===== config.mk =====
export PLATFORM = sky130hd
export DESIGN_NAME = svqs_queue
export DESIGN_NICKNAME = d
export VERILOG_FILES = /design/src/rtl/assert_macros.svh /design/src/rtl/svqs_pkg.sv /design/src/rtl/svqs_queue.sv
export SDC_FILE = /design/constraint.sdc
export NUM_CORES = 1
export LEC_CHECK = 0
export BUFFER_PORTS_ARGS = -buffer_cell sky130_fd_sc_hd__clkbuf_2
export CAP_MARGIN = 20
export CORE_ASPECT_RATIO = 0.8
export CORE_MARGIN = 4
export CORE_UTILIZATION = 45
export CTS_BUF_LIST = sky130_fd_sc_hd__clkbuf_4 sky130_fd_sc_hd__clkbuf_8 sky130_fd_sc_hd__clkbuf_16
export CTS_CLUSTER_DIAMETER = 40
export DETAILED_ROUTE_END_ITERATION = 16
export PLACE_DENSITY = 0.67
export SYNTH_ARGS = -nofsm -noshare
export SYNTH_HDL_FRONTEND = slang
export SYNTH_SLANG_ARGS = --single-unit

===== constraint.sdc =====
create_clock -name clk -period 5.5 [get_ports clk]
set_input_delay 0.275 -clock clk [delete_from_list [all_inputs] [get_ports clk]]
set_output_delay 0.275 -clock clk [all_outputs]
set_load 0.03 [all_outputs]

===== src/rtl/assert_macros.svh =====
// Assertion macros shared by the RTL of the sprite quad vertex setup block.
// No dependencies; included by files that carry concurrent assertions.
`ifndef ASSERT_MACROS_SVH
`define ASSERT_MACROS_SVH

// Check a property on every clock edge outside reset.
`define ASSERT_CLK_RST(lbl, clk, rst, prop, msg) \
  lbl: assert property (@(posedge clk) disable iff (rst) (prop)) else $error(msg);

// Check a property on every clock edge, reset included.
`define ASSERT_CLK(lbl, clk, prop, msg) \
  lbl: assert property (@(posedge clk) (prop)) else $error(msg);

`endif


===== src/rtl/svqs_pkg.sv =====
// Package for the sprite quad vertex setup block: widths, codes, payload types, tables.
// No dependencies; used by every module of the block.
package svqs_pkg;

  localparam int ANGLE_BITS       = 16;
  localparam int TEXTURE_SIZE_MAX = 4096;
  localparam int TEX_W            = $clog2(TEXTURE_SIZE_MAX + 1);
  localparam int CORDIC_STEPS     = 16;
  localparam int Q_W              = 16;
  localparam int UV_W             = Q_W + 1;
  localparam int XY_W             = 34;
  localparam int Z_W              = 33;
  localparam int CS_W             = 17;
  localparam int PR_W             = 38;
  localparam int POS_W            = 24;
  localparam int CFG_DATA_W       = 13;
  localparam int CFG_INDEX_W      = 2;
  localparam int QUEUE_DEPTH      = 4;
  localparam int QUEUE_AW         = $clog2(QUEUE_DEPTH);

  localparam logic signed [XY_W-1:0] CORDIC_GAIN = XY_W'(652032874);
  localparam logic [CFG_DATA_W-1:0]  TEX_RESET   = CFG_DATA_W'(256);

  // Register indexes
  localparam logic [CFG_INDEX_W-1:0] REG_TEXTURE_WIDTH  = CFG_INDEX_W'(0);
  localparam logic [CFG_INDEX_W-1:0] REG_TEXTURE_HEIGHT = CFG_INDEX_W'(1);

  // Corner slots in emit order
  localparam logic [2:0] SLOT_BL0 = 3'd0;
  localparam logic [2:0] SLOT_BR  = 3'd1;
  localparam logic [2:0] SLOT_TR0 = 3'd2;
  localparam logic [2:0] SLOT_TR1 = 3'd3;
  localparam logic [2:0] SLOT_TL  = 3'd4;
  localparam logic [2:0] SLOT_BL1 = 3'd5;
  localparam logic [2:0] SLOT_LAST = SLOT_BL1;

  typedef struct packed {
    logic signed [23:0] center_x;
    logic signed [23:0] center_y;
    logic [15:0]        sprite_width;
    logic [15:0]        sprite_height;
    logic [15:0]        angle;
    logic [11:0]        tex_left;
    logic [11:0]        tex_bottom;
    logic [12:0]        tex_width;
    logic [12:0]        tex_height;
  } sprite_t;

  typedef struct packed {
    logic signed [23:0] vertex_x;
    logic signed [23:0] vertex_y;
    logic [16:0]        tex_u;
    logic [16:0]        tex_v;
    logic [2:0]         corner_slot;
    logic               last;
  } vertex_t;

  // One lane of the restoring divider
  typedef struct packed {
    logic             sat;
    logic             zero;
    logic [TEX_W-1:0] rem;
    logic [Q_W-1:0]   q;
  } div_lane_t;

  // Front pipeline stage contents
  typedef struct packed {
    logic signed [XY_W-1:0] x;
    logic signed [XY_W-1:0] y;
    logic signed [Z_W-1:0]  z;
    logic [1:0]             quad;
    logic signed [23:0]     center_x;
    logic signed [23:0]     center_y;
    logic [15:0]            sprite_width;
    logic [15:0]            sprite_height;
    logic [TEX_W-1:0]       den_u;
    logic [TEX_W-1:0]       den_v;
    div_lane_t              u_left;
    div_lane_t              u_right;
    div_lane_t              v_bottom;
    div_lane_t              v_top;
  } front_stage_t;

  // Classified sprite handed from front to back
  typedef struct packed {
    logic signed [23:0]     center_x;
    logic signed [23:0]     center_y;
    logic [15:0]            sprite_width;
    logic [15:0]            sprite_height;
    logic signed [CS_W-1:0] cos_q15;
    logic signed [CS_W-1:0] sin_q15;
    logic [UV_W-1:0]        u_left;
    logic [UV_W-1:0]        u_right;
    logic [UV_W-1:0]        v_bottom;
    logic [UV_W-1:0]        v_top;
  } setup_t;

  // Arctangent of 2^-i as a 32-bit phase
  function automatic logic [31:0] atan_phase(input logic [3:0] i);
    logic [31:0] r;
    case (i)
      4'd0:    r = 32'd536870912;
      4'd1:    r = 32'd316933406;
      4'd2:    r = 32'd167458907;
      4'd3:    r = 32'd85004756;
      4'd4:    r = 32'd42667331;
      4'd5:    r = 32'd21354465;
      4'd6:    r = 32'd10679838;
      4'd7:    r = 32'd5340245;
      4'd8:    r = 32'd2670163;
      4'd9:    r = 32'd1335087;
      4'd10:   r = 32'd667544;
      4'd11:   r = 32'd333772;
      4'd12:   r = 32'd166886;
      4'd13:   r = 32'd83443;
      4'd14:   r = 32'd41722;
      default: r = 32'd20861;
    endcase
    return r;
  endfunction

  // Clamp a texture size register to 1..TEXTURE_SIZE_MAX
  function automatic logic [TEX_W-1:0] tex_size(input logic [CFG_DATA_W-1:0] r);
    logic [TEX_W-1:0] v;
    if (r == '0) v = TEX_W'(1);
    else if (32'(r) > TEXTURE_SIZE_MAX) v = TEX_W'(TEXTURE_SIZE_MAX);
    else v = TEX_W'(r);
    return v;
  endfunction

endpackage


===== src/rtl/svqs_queue.sv =====
// Short queue between front and back of the sprite quad vertex setup.
// Depends on svqs_pkg.
module svqs_queue (
  input  logic             clk,
  input  logic             rst,
  input  logic             wr,
  input  svqs_pkg::setup_t wr_item,
  output logic             q_full,
  input  logic             rd,
  output svqs_pkg::setup_t rd_item,
  output logic             q_empty
);

  svqs_pkg::setup_t                mem [0:svqs_pkg::QUEUE_DEPTH-1];
  logic [svqs_pkg::QUEUE_AW-1:0]   wp;
  logic [svqs_pkg::QUEUE_AW-1:0]   rp;
  logic [svqs_pkg::QUEUE_AW:0]     count;

  assign q_full  = (count == (svqs_pkg::QUEUE_AW+1)'(svqs_pkg::QUEUE_DEPTH));
  assign q_empty = (count == '0);
  assign rd_item = mem[rp];

  // Move pointers and count
  always_ff @(posedge clk) begin
    if (rst) begin
      wp    <= '0;
      rp    <= '0;
      count <= '0;
    end else begin
      if (wr) wp <= wp + 1'b1;
      if (rd) rp <= rp + 1'b1;
      if (wr && !rd) count <= count + 1'b1;
      else if (rd && !wr) count <= count - 1'b1;
    end
  end

  always_ff @(posedge clk) begin
    if (wr) mem[wp] <= wr_item;
  end

endmodule


After elaboration in Yosys (flattened, before gate mapping)
Memories as Yosys holds them, arrays and structs flattened. A register that Yosys moved wholly into a read port is not among the register bits.
Cells that the tools add are included.
Word-level totals
  memory bits (read-only): 0
  memories: 1
  latch bits: 0
  memory bits (writable): 728
  bits of input ports: 186
  flip-flop bits (word level): 7
Cells by class
  $lt $le $gt $ge: 0
  equal/unequal tests: 1
  div/mod/pow operators: 0
  multiplexer cells: 6
  multiply operators: 0
  shift operators: 0
  bitwise gates (word level): 0
  $add $sub $neg: 4
  reduce and logical (&&, ||, !) cells: 6
Memory list
  mem: words 4, bits a word 182, rd ports 1, clocked after Yosys merged registers in 1, write ports 1, line svqs_queue.sv:14  | svqs_pkg::setup_t mem [0:svqs_pkg::QUEUE_DEPTH-1];
Operators with widths (count)
  $mux W3: 2
  $add A2 B1 Y2 const B: 2
  $mux W2: 2
  $add A3 B1 Y3 const B: 1
  $eq A3 B3 Y1 const B: 1
  $logic_not A3 Y1: 1
  $sub A3 B1 Y3 const B: 1
  $logic_and A1 B1 Y1: 2
  $logic_not A1 Y1: 2
  $mux W1: 2
  $reduce_bool A2 Y1: 1

Depth between registers and ports, before layout
Gate-level depths: netlist (run 1).
  depth in word-level cells: 4
  gate-level depth with buffers: 7
  depth with buffers taken out: 7

Least setup slack after synthesis (run 1)
No wires, ideal clock.
  kind: reg2reg
  start: reg wp[0] (netlist bit)
  end: mem mem[0][0] (netlist bit) (enable)
  required time: 4936 ps
  path slack: 248 ps
  cell stages (with the launch flop): 4
  data arrival time: 4689 ps
  cell sequence: dfxtp_1 > inv_1 > ha_1 > and2_1
RTL lines
  from (decl): line svqs_queue.sv:15  | logic [svqs_pkg::QUEUE_AW-1:0] wp;
  from (signal assigned): line svqs_queue.sv:30  | if (wr) wp <= wp + 1'b1;
  to (decl): line svqs_queue.sv:14
Straight into the memory's write port.

==> results of run 1 <==
-- routing by layer --
layer,track usage,up-vias,part of all wire
li1,-,5578,-
met1,0.222,6592,0.40
met2,0.274,382,0.49
met3,0.0635,76,0.087
met4,0.0461,6,0.020
met5,0,-,0.00066
-- layout make-up --
type | instances | area share
Inverter | 4 | 0.000440
Timing Repair Buffer | 571 | 0.115
Tap cell | 769 | 0.0282
Clock inverter | 61 | 0.0203
Multi-Input combinational cell | 212 | 0.127
Clock buffer | 90 | 0.0619
Sequential cell | 737 | 0.647
Antenna cell | 6 | 0.000440
-- metrics by stage --
| step | worst slack [ns] | power (W) | instances | area (sq um) |
|---|---|---|---|---|
| 6_report | 2.39 | 0.0136 | 2450 | 34100 |
| 5_1_grt | 2.11 | 0.0142 | 2446 | 34100 |
| 4_1_cts | 2.23 | 0.0138 | 2444 | 34100 |
| 3_5_place_dp | 2.91 | 0.00816 | 2108 | 29400 |
| 3_3_place_gp | 2.94 | 0.00812 | 2108 | 29400 |
| 2_1_floorplan | 0.248 | 0.00770 | 994 | 26700 |
-- registers in the layout, indices dropped and copies added, names as in the netlist, named ones only --
| name | cells |
|---|---|
| count | 3 |
| mem | 728 |
| rp | 2 |
| wp | 2 |
-- power by group through the flow --
stage	Sequential [W]	Combinational [W]	Clock [W]
finish	0.00654	0.00158	0.00552
global route	0.00656	0.00169	0.00594
CTS	0.00655	0.00161	0.00566
detailed placement	0.00666	0.00149	0
global placement	0.00665	0.00148	0
floorplan	0.00666	0.00104	0
-- worst min-delay path, cell delays in order --
cell,delay (ns)
clkbuf_2,0.17
xnor2_1,0.11
nor2_1,0.08
-- repair_timing --
item                                   4_1_cts  5_1_grt
endpoints found under the hold margin      737        0
gates resized for setup                      0        0
hold buffers                               185        0
-- synth_stat cells, drive strengths merged --
library cell	n	area (sq um)
a21oi	1	5.00
and2	4	25.0
buf	33	293
clkbuf	8	30.0
dfxtp	9	180
edfxtp	728	21900
fa	1	20.0
ha	5	62.6
inv	4	15.0
mux2i	2	20.0
mux4	182	4100
nand2	1	3.75
nor2	7	26.3
nor3	1	5.00
nor3b	1	7.51
o21ai	1	5.00
or3	1	6.26
xnor2	2	17.5
xor2	3	26.3
-- logic make-up (layout without fill, tap and decap cells) --
family / count (synthesis) / after routing / share of synthesized area
muxes: 184 / 184 / 0.154
DFF: 737 / 737 / 0.825
other: 0 / 6 / 0
and+or+nand+nor: 15 / 15 / 0.00276
buffers and inverters: 45 / 726 / 0.0126
AOI/OAI and AO/OA: 2 / 2 / 0.000374
adders and majority gates: 6 / 6 / 0.00309
xor gates and xnor gates: 5 / 5 / 0.00164
-- worst paths after layout --
check / from / endpoint / slack, ns / depth (start not counted)
worst max-delay path: flip-flop / rd_item[113] / 2.39 / 3
worst min-delay path: wr / wp[0] / 0.07 / 3
worst max register to register: wp[0] / mem[0][20] / 3.08 / 4
worst min register to register: count[2] / count[2] / 0.53 / 2
==> run_results.csv, run 1 <==
group,metric,value,unit
power,intPower,0.0103,W
drt,dr.pass1.iters,5,
critical_path,crit_type,"flip-flop to output pin",
die,dieHeight,226,microns
clocking,clk_latency,0.63,ns
cells_and_area,mostFrequentLayoutCells,"edfxtp_1 (728), clkbuf_2 (369), dlygate4sd3_1 (185), mux4_2 (182), clkbuf_16 (82)",
placed_design,io_buffers,369,
drt,vias,12600,
logic_synthesis,ys_ff_latch,737,
global_route,antenna_found_initial,6,
logic_synthesis,ys_warn_count,0,
clocking,numCtsBuffers,82,
sta,post-route-period-util,0.565,
critical_path,arrival,2.83,ns
die,core_area,58400,sq um
die,die_x,280,microns
critical_path,crit_required,5.22,ns
cells_and_area,drive_gt1_frac,0.428,
drt,routedWlPerCell,21.7,microns
hold_path,hp-class,"input port to flip-flop",
sta,rsz0062_at_grt,"false",
logic_synthesis,avgSynthCellArea,26.9,sq um
power,powerDensity,400,nW/um^2
cells_and_area,num-fill-cells,4146,
power,pwr-share-clk,0.405,
cells_and_area,post-route-util,0.584,
drt,ant_nets,0,
drt,via_per_inst,5.16,
clocking,path_clk_slew,0.06,ns
drt,routed_wl,53.3,mm
cells_and_area,multi_input_area,4340,sq um
power,switching_share,0.243,
logic_synthesis,synth_cells,994,
critical_path,crit_path_max_incr_delay,0.84,ns
cells_and_area,fin_nets,1800,
logic_synthesis,synth_seq_area_share,0.825,
placed_design,gp_congestion,0.717,
critical_path,worstSetupStartpointType,"flip-flop",
clocking,clockRootBuffer,"clkbuf_16",
power,power.leakage,11.7,nW
sta,setup-violations-final,0,
sta,hold_ws,0.0684,ns
global_route,grt_max_degree,105,
sta,finalHoldViolations,0,
cells_and_area,area_growth,27.7,%
die,fp.dieArea,63300,sq um
die,ios,370,
sta,max_freq,0.322,GHz
clocking,htree_levels,3,
placed_design,dp_hpwl,30.6,mm
sta,min_period,3.11,ns
power,peakVddDrop,0.000313,V
sta,maxSlewHeadroom,0.388,
critical_path,critPathBufInv,2,
clocking,post-cts-setup-buffers,0,
critical_path,worstSetupEndpointType,"output pin",
clocking,cts_max_path_buffers,3,
status,status,"completed",
drt,drc,0,
global_route,grt_pass1_wl,81.6,mm
sta,setup_tns,0,ns
power,seqPwrFrac,0.479,
critical_path,path_cells,"buf_4 -> mux4_2 -> clkbuf_2",
cells_and_area,final_common_cell,"edfxtp_1",
logic_synthesis,syn_nets,1186,
sta,worstMarginPinSlew,0.919,ns
sta,slew_violations,0,
global_route,grt_use_total,0.170,
global_route,grt_pass1_vias,13800,
power,netSwitchingPower,0.00332,W
critical_path,cp_max_fo,33,
sta,finClkSkew,0.0283,ns
power,p_comb_frac,0.116,
logic_synthesis,synth_area,26700,sq um
logic_synthesis,synth_cell_type_count,21,
run,cap_violations,0,
global_route,gr-total-overflow,0,
clocking,numClockSinks,737,
drt,drt_iter0_markers,680,
die,start_util,0.457,
clocking,cts_tree,"done",
critical_path,cp_slowest_cell,"dfxtp_4",
critical_path,path_delay_family,"flip-flops",
cells_and_area,layout.area.seq,22000,sq um
die,std_cell_rows,79,
(Power assumes the default switching activity.)
==> run 2: changes to the inputs <==
PLACE_DENSITY = not set   (was 0.67)
clock period = 3.1 ns   (was 5.5 ns; I/O delays follow)
==> run_results.csv, run 2 (same netlist as run 1, synthesis figures left out) <==
group,metric,value,unit
status,status,"completed",
sta,post-route-period-util,0.848,
power,power.leakage,11.9,nW
sta,maxSlewHeadroom,0.588,
sta,setup-violations-final,0,
critical_path,cp_max_fo,20,
global_route,antenna_found_initial,7,
placed_design,io_buffers,369,
hold_path,hp-class,"input port to flip-flop",
drt,routedWlPerCell,21.8,microns
cells_and_area,fin_nets,1825,
die,fp.dieArea,63300,sq um
die,std_cell_rows,79,
placed_design,gp_congestion,0.742,
cells_and_area,final_common_cell,"edfxtp_1",
hold_path,hold_start,"wr_item[180]",
clocking,cts_max_path_buffers,3,
sta,max_freq,0.380,GHz
drt,dr.pass1.iters,5,
cells_and_area,largest_register_ffs,728,
global_route,gr-total-overflow,0,
drt,via_per_inst,5.17,
sta,setup_tns,0,ns
hold_path,holdPathStages,2,
placed_design,dpl.cell_count,2127,
critical_path,crit_required,2.94,ns
critical_path,crit_type,"flip-flop to output pin",
cells_and_area,drive_gt1_frac,0.436,
clocking,numCtsBuffers,87,
die,core_area,58400,sq um
power,peakVddDrop,0.000694,V
drt,routed_wl,54.2,mm
global_route,grt_use_total,0.174,
drt,vias,12800,
power,powerDensity,717,nW/um^2
power,netSwitchingPower,0.00603,W
clocking,path_clk_slew,0.06,ns
run,cap_violations,0,
global_route,grt_pass1_vias,13900,
power,seqPwrFrac,0.466,
die,die_x,280,microns
clocking,htree_levels,3,
power,intPower,0.0188,W
power,pwr-share-clk,0.417,
sta,finClkSkew,0.0177,ns
critical_path,r2r_slack,1.26,ns
cells_and_area,top_register,"mem",
die,ios,370,
sta,min_period,2.63,ns
power,switching_share,0.243,
critical_path,worstSetupEndpointType,"output pin",
clocking,cts_resized,0,
placed_design,detailedPlace.worstSlack,1.00,ns
critical_path,r2r_start,"wp[0]",
critical_path,r2r_cells,4,
critical_path,arrival,2.47,ns
sta,slew_violations,0,
drt,ant_nets,0,
power,p_comb_frac,0.117,
die,start_util,0.457,
cells_and_area,post-route-util,0.593,
clocking,clk_latency,0.62,ns
clocking,clockRootBuffer,"clkbuf_16",
critical_path,worstSetupStartpointType,"flip-flop",
clocking,cts_tree,"done",
sta,finalHoldViolations,0,
cells_and_area,top_regs,"mem (728), count (3)",
cells_and_area,mostFrequentLayoutCells,"edfxtp_1 (728), clkbuf_2 (369), dlygate4sd3_1 (186), mux4_2 (182), clkbuf_16 (89)",
clocking,numClockSinks,737,
critical_path,rr_endpoint,"mem[2][152]",
cells_and_area,area_growth,29.7,%
drt,drt_iter0_markers,746,
hold_path,whs_endpoint,"mem[0][180]",
placed_design,dp_hpwl,32.9,mm
die,dieHeight,226,microns
global_route,grt_pass1_wl,83.6,mm
sta,rsz0062_at_grt,"false",
drt,drc,0,
cells_and_area,stdcell_count,2481,
sta,layout_setup_ws,0.471,ns
sta,worstMarginPinSlew,0.618,ns
global_route,grt_max_degree,62,
==> run 2: changes by cell type in the layout (fill, tap and decap cells not counted), moves of 3 or more <==
cell	before	now
buf_12	7	22
clkinv_2	13	2
clkinv_4	3	11
clkbuf_16	82	89
buf_4	10	14
clkbuf_4	8	12
clkinvlp_4	7	11
clkinv_1	8	11
inv_6	14	11
==> run 2: routing by layer <==
layer  up-vias  part of all wire  GRT usage
li1       5649                 -          -
met1      6707              0.41      0.231
met2       372              0.50      0.281
met3        90             0.072     0.0526
met4         6             0.021     0.0521
met5         -           0.00074          0
==> run 2: stage by stage <==
stage          instance area, sq um  hold WS [ns]  total power (W)
2_1_floorplan                 26700         0.254           0.0136
3_3_place_gp                  29800         0.368           0.0145
3_5_place_dp                  29800         0.373           0.0146
4_1_cts                       34600         0.242           0.0252
5_1_grt                       34700         0.270           0.0258
6_report                      34700         0.294           0.0249
==> run 2: worst max path at each step <==
| stage | from | endpoint | slack, ns | cells past startpoint |
|---|---|---|---|---|
| after global placement | flip-flop | rd_item[69] | 1.03 | 3 |
| final | flip-flop | rd_item[77] | 0.47 | 3 |
| after floorplan | wp[0] | mem[2][0] | 0.83 | 3 |
| after detailed placement | flip-flop | rd_item[70] | 1.00 | 3 |
| after global routing | flip-flop | rd_item[77] | 0.24 | 3 |
| after CTS | flip-flop | rd_item[70] | 0.31 | 3 |
==> run 2: final cells by class <==
class / instances / area (sq um)
Antenna cell: 5 / 12.5
Clock buffer: 101 / 2320
Clock inverter: 62 / 702
Fill cell: 4165 / 23800
Inverter: 4 / 15.0
Multi-Input combinational cell: 212 / 4340
Sequential cell: 737 / 22000
Tap cell: 769 / 962
Timing Repair Buffer: 591 / 4250
==> run 2: power by group through the flow <==
stage                     logic, W  registers [W]  clock network (W)
after floorplan            0.00184         0.0117                  0
after global placement     0.00274         0.0118                  0
after detailed placement   0.00275         0.0118                  0
after CTS                  0.00296         0.0116             0.0106
after global routing       0.00308         0.0116             0.0111
final                      0.00290         0.0116             0.0104
==> run 2: critical path, stage by stage (launching register included) <==
cell	delay, ns
dfxtp_4	0.64
buf_4	0.43
mux4_2	0.58
clkbuf_2	0.20
==> run 2: timing repair <==
action,4_1_cts,5_1_grt
endpoints found under the setup margin,0,0
hold buffers,186,0
hold endpoints to repair,737,0
buffers inserted,0,0
==> run 3: changes to the inputs <==
ABC_AREA = 1   (was not set)
PLACE_DENSITY = 0.67   (was not set)
clock period = 2.4 ns   (was 3.1 ns; I/O delays follow)
==> run_results.csv, run 3 <==
group,metric,value,unit
status,status,"completed",
die,dieHeight,228,microns
run,cap_violations,0,
critical_path,crit_type,"flip-flop to output pin",
drt,dr.pass1.iters,5,
cells_and_area,num-fill-cells,4398,
cells_and_area,top_regs,"mem (728), count (3)",
global_route,grt_max_degree,96,
power,seqPwrFrac,0.462,
sta,rsz0062_at_grt,"false",
logic_synthesis,synth_edf_count,728,
cells_and_area,design_area,35500,sq um
cells_and_area,largest_register_ffs,728,
clocking,htree_levels,3,
power,p_comb_frac,0.118,
critical_path,worstSetupStartpointType,"flip-flop",
sta,slew_violations,0,
logic_synthesis,yosysTopAreaCellShare,0.802,
drt,routed.top_layer,"met4",
critical_path,r2r_slack,0.63,ns
cells_and_area,final_common_cell,"edfxtp_1",
power,total_power,0.0321,W
clocking,clockRootBuffer,"clkbuf_16",
cells_and_area,top_register,"mem",
hold_path,hold_start,"wr_item[52]",
logic_synthesis,synth.most_common_cell,"edfxtp_1",
sta,setup_tns,0,ns
global_route,grt_pass1_vias,18200,
critical_path,r2r_start,"wp[0]",
drt,dr_wl_met3,5.11,mm
logic_synthesis,ys_warn_count,0,
sta,finClkSkew,0.0291,ns
critical_path,rr_endpoint,"mem[0][74]",
placed_design,io_buffers,369,
drt,via_per_inst,5.51,
critical_path,r2r_cells,6,
die,ios,370,
global_route,antenna_found_initial,2,
clocking,clk_latency,0.62,ns
die,core_area,59800,sq um
die,std_cell_rows,80,
logic_synthesis,yosys-top-cells-count,"edfxtp_1 (728), nor2_1 (370), o21ai_0 (191), o22ai_1 (182), o21ai_1 (178)",
critical_path,cp_slowest_cell,"dfxtp_4",
logic_synthesis,synth_top_flop_cell,"edfxtp_1",
clocking,path_clk_slew,0.06,ns
power,netSwitchingPower,0.00812,W
logic_synthesis,synth_area,27200,sq um
placed_design,place_area,30200,sq um
clocking,cts_tree,"done",
drt,routedWlPerCell,21.2,microns
logic_synthesis,avgSynthCellArea,15.0,sq um
logic_synthesis,synth_area_leaders,"edfxtp_1 (80%), nor2_1 (5.1%), o22ai_1 (4.2%), o21ai_0 (3.5%), o21ai_1 (3.3%)",
logic_synthesis,synth_top_area_cell,"edfxtp_1",
global_route,gr-total-overflow,0,
logic_synthesis,syn_nets,2010,
sta,worstMarginPinSlew,0.587,ns
drt,drt_iter0_markers,1399,
clocking,numCtsBuffers,87,
placed_design,detailedPlace.worstSlack,0.553,ns
logic_synthesis,ys_ff_latch,737,
die,die_x,283,microns
hold_path,whs_endpoint,"mem[2][52]",
cells_and_area,fin_nets,2601,
hold_path,hp-class,"input port to flip-flop",
sta,post-route-period-util,0.964,
drt,ant_nets,0,
cells_and_area,area_growth,30.4,%
global_route,grt_use_total,0.203,
sta,layout_setup_ws,0.0875,ns
logic_synthesis,synth_seq_area_share,0.809,
clocking,numClockSinks,737,
drt,wl_met1,28.0,mm
power,power.leakage,12.6,nW
global_route,grt_pass1_wl,103,mm
logic_synthesis,synthArstFlopShare,0,
sta,max_freq,0.432,GHz
cells_and_area,post-route-util,0.594,
sta,min_period,2.31,ns
critical_path,arrival,2.19,ns
clocking,cts_max_path_buffers,3,
critical_path,crit_path_max_incr_delay,0.42,ns
drt,vias,18000,
power,pwr-share-clk,0.419,
placed_design,gp_congestion,0.752,
logic_synthesis,synth_cell_type_count,21,
hold_path,holdPathStages,2,
cells_and_area,mostFrequentLayoutCells,"edfxtp_1 (728), nor2_1 (370), clkbuf_2 (351), o21ai_0 (191), dlygate4sd3_1 (186)",
power,powerDensity,905,nW/um^2
critical_path,cp_max_fo,45,
power,switching_share,0.253,
critical_path,worstSetupEndpointType,"output pin",
drt,routed_wl,69.3,mm
logic_synthesis,synth_cells,1818,
sta,maxSlewHeadroom,0.609,
critical_path,cpMostUsedCell,"buf_12",
critical_path,path_cells,"buf_12 -> clkinv_16 -> buf_12 -> o21ai_1 -> o22ai_1 -> clkbuf_2",
sta,setup-violations-final,0,
placed_design,dp_hpwl,35.7,mm
drt,drc,0,
die,fp.dieArea,64600,sq um
drt,wl_met2,34.7,mm
sta,finalHoldViolations,0,
die,start_util,0.456,
power,peakVddDrop,0.000635,V
critical_path,crit_required,2.28,ns
power,intPower,0.0240,W
cells_and_area,drive_gt1_frac,0.246,
## run 3: cell types whose count changed after synthesis, sizes merged, moves of 2 or more
cell    previous run  this run
nand2              1         9
mux2i              2         0
o21ai              1       369
o22ai              0       182
mux4             182         0
nor2               7       370
inv                4        17
and2               4         0
buf               33        65
clkbuf             8        55
xor2               3         1
a21oi              1         3
xnor2              2         0
## run 3: power by group through the flow
stage / Combinational (W) / Sequential [W] / Clock, W
6_report: 0.00381 / 0.0149 / 0.0135
2_1_floorplan: 0.00207 / 0.0151 / 0
3_3_place_gp: 0.00329 / 0.0151 / 0
5_1_grt: 0.00407 / 0.0149 / 0.0143
4_1_cts: 0.00373 / 0.0149 / 0.0137
3_5_place_dp: 0.00335 / 0.0151 / 0
## run 3: cell type report
cell class,count,area (sq um),share of cell area
Tap cell,779,975,0.0274
Antenna cell,4,10.0,0.000282
Multi-Input combinational cell,944,4550,0.128
Clock buffer,94,2230,0.0628
Clock inverter,66,781,0.0220
Inverter,17,131,0.00370
Timing Repair inverter,1,11.3,0.000317
Sequential cell,737,22100,0.621
Timing Repair Buffer,621,4770,0.134
## run 3: repair_timing
action	in CTS	in global routing
hold buffers	186	0
gates cloned	3	4
setup endpoints to repair	101	113
hold endpoints to repair	737	0
resized for setup	24	9
setup buffers	2	10
## run 3: stage by stage
stage,hold WS [ns],std cells
floorplan,0.192,1818
global placement,0.299,2894
detailed placement,0.299,2894
CTS,0.210,3245
global route,0.239,3261
finish,0.261,3263
## run 3: how the worst max path moves through the flow
stage,startpoint,to,depth (start not counted)
after floorplan,wp[0],mem[0][0],4
after global placement,flip-flop,rd_item[80],5
after detailed placement,flip-flop,rd_item[74],4
after CTS,flip-flop,rd_item[74],4
after global routing,flip-flop,rd_item[51],4
final,flip-flop,rd_item[80],6
## run 3: routing by layer
layer  up-vias  GRT usage
met3       132     0.0510
li1       8144          -
met1      9009      0.251
met5         -          0
met2       696      0.351
met4         0     0.0649
## run 3: critical path, delay by kind of cell (launching register included)
family | cells | cell delay [ns]
AOI/OAI and AO/OA | 2 | 0.31
buffers and inverters | 4 | 0.80
DFF | 1 | 0.42
## run 3: cell families (layout without fill, tap and decap cells)
group,after synthesis,in the layout,synth area share
xor+xnor,1,1,0.000322
flops,737,737,0.809
buf+inv,137,799,0.0244
compound gates,554,554,0.110
fa+ha+maj,6,6,0.00303
other cells,0,4,0
simple gates,383,383,0.0530
